--- src/rtl/two_bit_block_state_map_defines.svh ---
// assertion macros for the two-bit block state map
// used by the top level only; expects clk and rst_n in the calling scope
`ifndef TWO_BIT_BLOCK_STATE_MAP_DEFINES_SVH
`define TWO_BIT_BLOCK_STATE_MAP_DEFINES_SVH
`ifndef SYNTHESIS
`define TBBSM_ASSERT(lbl, prop) \
    lbl: assert property (@(posedge clk) disable iff (!rst_n) prop) \
        else $error("tbbsm assertion failed");
`define TBBSM_ASSERT_NEVER(lbl, expr) \
    lbl: assert property (@(posedge clk) disable iff (!rst_n) !(expr)) \
        else $error("tbbsm forbidden condition");
`else
`define TBBSM_ASSERT(lbl, prop)
`define TBBSM_ASSERT_NEVER(lbl, expr)
`endif
`endif

--- src/rtl/tbbsm_pkg.sv ---
// shared constants, codes and controller/datapath structs
// for the two-bit block state map; no dependencies
`timescale 1ns / 1ps
`default_nettype none
package tbbsm_pkg;

    localparam int MAX_BYTES       = 1024;
    localparam int WORD_W          = 32;
    localparam int BLOCKS_PER_WORD = WORD_W / 2;
    localparam int WORDS           = MAX_BYTES * 8 / WORD_W;
    localparam int WADDR_W         = $clog2(WORDS);
    localparam int LANE_W          = $clog2(BLOCKS_PER_WORD);
    localparam int IDX_W           = 12;
    localparam int REG_W           = 11;
    localparam int CNT_W           = 13;
    localparam int ST_W            = 2;
    localparam int ACT_W           = 2;

    localparam logic [ACT_W-1:0] ACT_SET   = 2'd0;
    localparam logic [ACT_W-1:0] ACT_FIND  = 2'd1;
    localparam logic [ACT_W-1:0] ACT_COUNT = 2'd2;

    localparam logic [REG_W-1:0] REGION_RESET = REG_W'(MAX_BYTES);

    typedef struct packed {
        logic load;
        logic clear;
        logic set_rd;
        logic set_wr;
        logic scan;
        logic emit;
    } dp_cmd_t;

    typedef struct packed {
        logic clear_last;
        logic set_err;
        logic more;
        logic pending;
        logic hit;
        logic out_free;
    } dp_status_t;

endpackage
`default_nettype wire

--- src/rtl/tbbsm_ctrl.sv ---
// sequencing state machine for the two-bit block state map
// depends on tbbsm_pkg
`timescale 1ns / 1ps
`default_nettype none
module tbbsm_ctrl
    import tbbsm_pkg::*;
(
    input  wire logic             clk,
    input  wire logic             rst_n,
    input  wire logic             in_valid,
    output logic                  in_ready,
    input  wire logic [ACT_W-1:0] action,
    input  wire dp_status_t       status,
    output dp_cmd_t               cmd
);

    typedef enum logic [5:0] {
        S_CLEAR  = 6'b000001,
        S_IDLE   = 6'b000010,
        S_SET_RD = 6'b000100,
        S_SET_WR = 6'b001000,
        S_SCAN   = 6'b010000,
        S_RESP   = 6'b100000
    } state_t;

    state_t state_reg;
    state_t state_next;
    logic   accept;

    assign in_ready = (state_reg == S_IDLE);
    assign accept   = in_valid && in_ready;

    always_comb
    begin
        state_next = state_reg;
        cmd        = '0;
        unique case (state_reg)
            S_CLEAR:
            begin
                cmd.clear = 1'b1;
                if (status.clear_last)
                begin
                    state_next = S_IDLE;
                end
            end
            S_IDLE:
            begin
                if (accept)
                begin
                    cmd.load = 1'b1;
                    unique case (action) inside
                        ACT_SET:               state_next = S_SET_RD;
                        ACT_FIND, ACT_COUNT:   state_next = S_SCAN;
                        default:               state_next = S_RESP;
                    endcase
                end
            end
            S_SET_RD:
            begin
                cmd.set_rd = 1'b1;
                state_next = status.set_err ? S_RESP : S_SET_WR;
            end
            S_SET_WR:
            begin
                cmd.set_wr = 1'b1;
                state_next = S_RESP;
            end
            S_SCAN:
            begin
                cmd.scan = 1'b1;
                if (status.hit || (!status.pending && !status.more))
                begin
                    state_next = S_RESP;
                end
            end
            S_RESP:
            begin
                if (status.out_free)
                begin
                    cmd.emit   = 1'b1;
                    state_next = S_IDLE;
                end
            end
            default:
            begin
                state_next = S_IDLE;
            end
        endcase
    end

    always_ff @(posedge clk or negedge rst_n)
    begin
        if (!rst_n)
        begin
            state_reg <= S_CLEAR;
        end
        else
        begin
            state_reg <= state_next;
        end
    end

endmodule
`default_nettype wire

--- config.mk ---
export PLATFORM = sky130hd
export DESIGN_NAME = tbbsm_ctrl
export DESIGN_NICKNAME = d
export VERILOG_FILES = /design/src/rtl/two_bit_block_state_map_defines.svh /design/src/rtl/tbbsm_pkg.sv /design/src/rtl/tbbsm_ctrl.sv
export SDC_FILE = /design/constraint.sdc
export NUM_CORES = 1
export LEC_CHECK = 0
export BUFFER_PORTS_ARGS = -buffer_cell sky130_fd_sc_hd__buf_2
export CORE_AREA = 2 2 39 41
export DETAILED_ROUTE_END_ITERATION = 7
export DIE_AREA = 0 0 41 43
export MAX_ROUTING_LAYER = met4
export PLACE_DENSITY_LB_ADDON = 0.12
export SYNTH_ARGS = -nofsm -noshare
export SYNTH_HDL_FRONTEND = slang
export SYNTH_SLANG_ARGS = --single-unit
--- constraint.sdc ---
create_clock -name clk -period 4.2 [get_ports clk]
set_input_delay 0.84 -clock clk [delete_from_list [all_inputs] [get_ports clk]]
set_output_delay 0.84 -clock clk [all_outputs]
set_load 0.02 [all_outputs]
==> impl_summary.txt <==
----------------------------------------------------
[Outcome]
  Run status ... complete, no violations

[Global route]
  Number of global-route vias before repair ... 400
  Overall routing resource usage ... 14.32%
  Number of antenna violations at the first check in global routing ... 0
  Global-route wire length before repair ... 1607 um
  Largest net degree at the start of global routing ... 12
  Total congestion overflow ... 0

[Synth]
  Primary flip-flop cell chosen by synthesis mapping ... dfrtp_1
  Share of synthesized registers carrying an async set or reset ... 100.0%
  Net Count, Synth ... 63
  EDFF count, synth ... 0
  Mux cell area share after synthesis ... 0%
  Dominant combinational cell family by area after synthesis ... simple AND/OR/NAND/NOR gates
  XOR/XNOR Fraction of Synth Area ... 1.892%
  Synthesized-area fraction occupied by ao, oa, aoi and oai cells ... 16.49%
  Average cell area after synthesis ... 9.259 um2
  Area share of fa/ha/maj cells after synthesis ... 5.405%
  Combined area of all synthesized cells ... 462.9 um2
  Register bit total from synthesis ... 6
  Number of cells produced by synthesis ... 50
  Number of warnings issued by yosys ... 0
  Sequential element share of the synthesized area ... 32.70%
  Fraction of the mapped netlist area in simple logic gates ... 36.49%
  Distinct cell type count of the synthesized netlist ... 31

[Routing]
  Via count ... 431
  Count of unresolved DRC violations after routing ... 0
  DRT Wirelength ... 987 um
  Routed wire length per instance ... 11.75 um
  Antenna Nets Post-Route ... 0
  Router iterations before antenna repair ... 4
  Via/cell ratio ... 5.131
  Number of DRC markers in iteration 0 ... 12

[Pwr]
  P per Cell Area ... 538.5 nW/um2
  Peak supply drop ... 264.6 uV
  Standby leakage power ... 0.3091 nW

[Place]
  Port Buffers ... 17
  Global placer's final weighted congestion ... 0.7694
  Estimated wirelength of the detail-placed design ... 787.2 um

[Worst setup path]
  Critical path class ... register to output pin
  Worst reg2reg path startpoint ... state_reg[4]
  Req. time, crit path ... 3360 ps
  Worst path cell trace ... or4_4 > or3b_4 > clkinv_2 > and2_4 > buf_2
  Count of buffering cells on the critical path with inverters included ... 2
  Largest stage delay on the critical path ... 560 ps
  Cell family with most CP delay ... simple AND/OR/NAND/NOR gates
  Crit start category ... register
  Largest driver fanout on the critical path ... 11
  Crit path launch ... state_reg[4]
  Library cell contributing the largest single delay on the critical path ... or4_4
  CP Capture Type ... output pin
  Arrival @ worst endpoint ... 2060 ps

[Clock network]
  Post-CTS setup-driven buffer insertion count ... 0
  CTS tree ... built
  # hold bufs at CTS ... 0
  Buffer cell driving the clock tree root ... clkbuf_4
  CTS sink cnt ... 6
  Count of H-tree levels built during CTS ... 1
  Clock Path Buffers ... 2
  Worst-Skew Late Latency ... 250 ps
  Clock transition at the register clock pins on the worst setup and hold paths after CTS ... 50 ps
  Cts bufs inserted ... 3
  Post-cts gate resize count ... 0

[Job]
  Number of violations of the max-capacitance limit ... 0

[Die]
  Die footprint ... 1763 um2
  Placement Rows ... 14
  Number of top-level pins ... 18
  Initial Util ... 33.45%
  Core ar. ... 1384 um2
  Die W ... 41 um
  Die H ... 43 um

[Final layout]
  Area taken by multi-input logic gates ... 279.0 um2
  Seq. cell area ... 151.4 um2
  Number of flip-flops under the largest register name ... 6
  Nets ... 82
  Area overhead of the layout relative to synthesis ... 25.68%
  Utilization after layout ... 42.04%
  Final antenna diode count ... 0
  Fraction of layout cells with a size suffix above 1 ... 44.12%
  Filler cell count in the final layout ... 147

[Timing]
  RSZ-0062 raised after global routing ... no
  Max-slew violations ... 0
  Total negative slack ... 0 ps
  Max-Slew Margin vs Limit ... 67.99%
  Worst-margin pin slew ... 476.5 ps
  Crit share post-route ... 69.06%
  Final-report hold violation count ... 0
  Max Clock Skew ... 10.07 ps
  Post-layout min period ... 2900 ps
  Highest achievable clock rate ... 344.8 MHz
  Finish-stage setup viols ... 0

[Min path]
  Class of the most critical hold timing path ... input port to asynchronous set/reset pin

----------------------------------------------------
layer usage:
| metal | part of all wire [%] | global-route usage (%) | vias to the layer above | wire length, um |
|---|---|---|---|---|
| met5 | 0 | - | - | 0 |
| met4 | 0 | 6.000 | 0 | 0 |
| met3 | 4.5 | 4.712 | 0 | 44 |
| met2 | 50 | 21.88 | 15 | 495 |
| met1 | 45 | 16.50 | 195 | 446 |
| li1 | - | - | 221 | - |
logic make-up (layout without fill, tap and decap cells):
kind of cell / Yosys count / in the layout
buffers and inverters: 8 / 26
and+or+nand+nor: 23 / 23
DFF: 6 / 6
adders and majority gates: 2 / 2
xor gates and xnor gates: 1 / 1
AOI/OAI and AO/OA: 10 / 10
where the power goes:
part / internal [mW] / total [mW] / switching, mW
Clock: 0.0360 / 0.0578 / 0.0218
Combinational: 0.0798 / 0.159 / 0.0790
Sequential: 0.0715 / 0.0967 / 0.0252
layout by cell type, fill, tap and decap left out, types with 2 or more instances in the layout:
master    synthesis  routed
inv_1             4       4
dfrtp_1           5       5
clkbuf_4          0       3
o21ai_0           3       3
nor2_1            4       4
ha_1              2       2
buf_2             1      17
and3_1            3       3
nor4b_1           3       3
nor3_1            2       2
synth_stat cells, drive strengths merged, types with 2 or more instances:
cell	number	area, um2
nor4b	3	26.28
o21ai	3	15.01
and3	3	18.77
inv	4	15.01
dfrtp	5	125.1
nor3	2	10.01
clkbuf	2	7.510
nor2	4	15.01
ha	2	25.02
cell type report:
type                       count  area share [%]
tap                           16           3.441
clock buffer                   4           4.516
timing repair buffer          17           14.62
inverter                       5           3.441
sequential                     6           26.02
multi-input combinational     36           47.96
worst reg2reg max path, cell delays in order, from the launching register on:
cell,delay (ps)
dfrtp_1,480
or4_4,560
or4b_4,520
o211ai_1,90
o21ai_0,90
per-stage QoR:
stage	total power [mW]	cell area (um2)	hold slack (ps)	worst slack [ps]	cells
floorplan	0.2184	462.9	544.4	1753	50
global placement	0.2577	555.5	637.4	1589	80
detailed placement	0.2571	555.5	630.4	1575	80
CTS	0.3170	581.8	398.6	1296	84
global route	0.3407	581.8	394.3	1231	84
finish	0.3133	581.8	400.1	1300	84
path summary, 6_finish.rpt:
kind | depth (start not counted) | slack [ps] | endpoint
worst max-delay path | 5 | 1300 | cmd[5]
worst min-delay path | 1 | 400 | state_reg[2]
worst max register to register | 4 | 2310 | state_reg[5]
worst min register to register | 2 | 640 | state_reg[0]
max in group asynchronous | 1 | 3570 | state_reg[0]
min in group clk | 2 | 640 | state_reg[0]
Note: power is estimated with default switching activity, not from simulation.
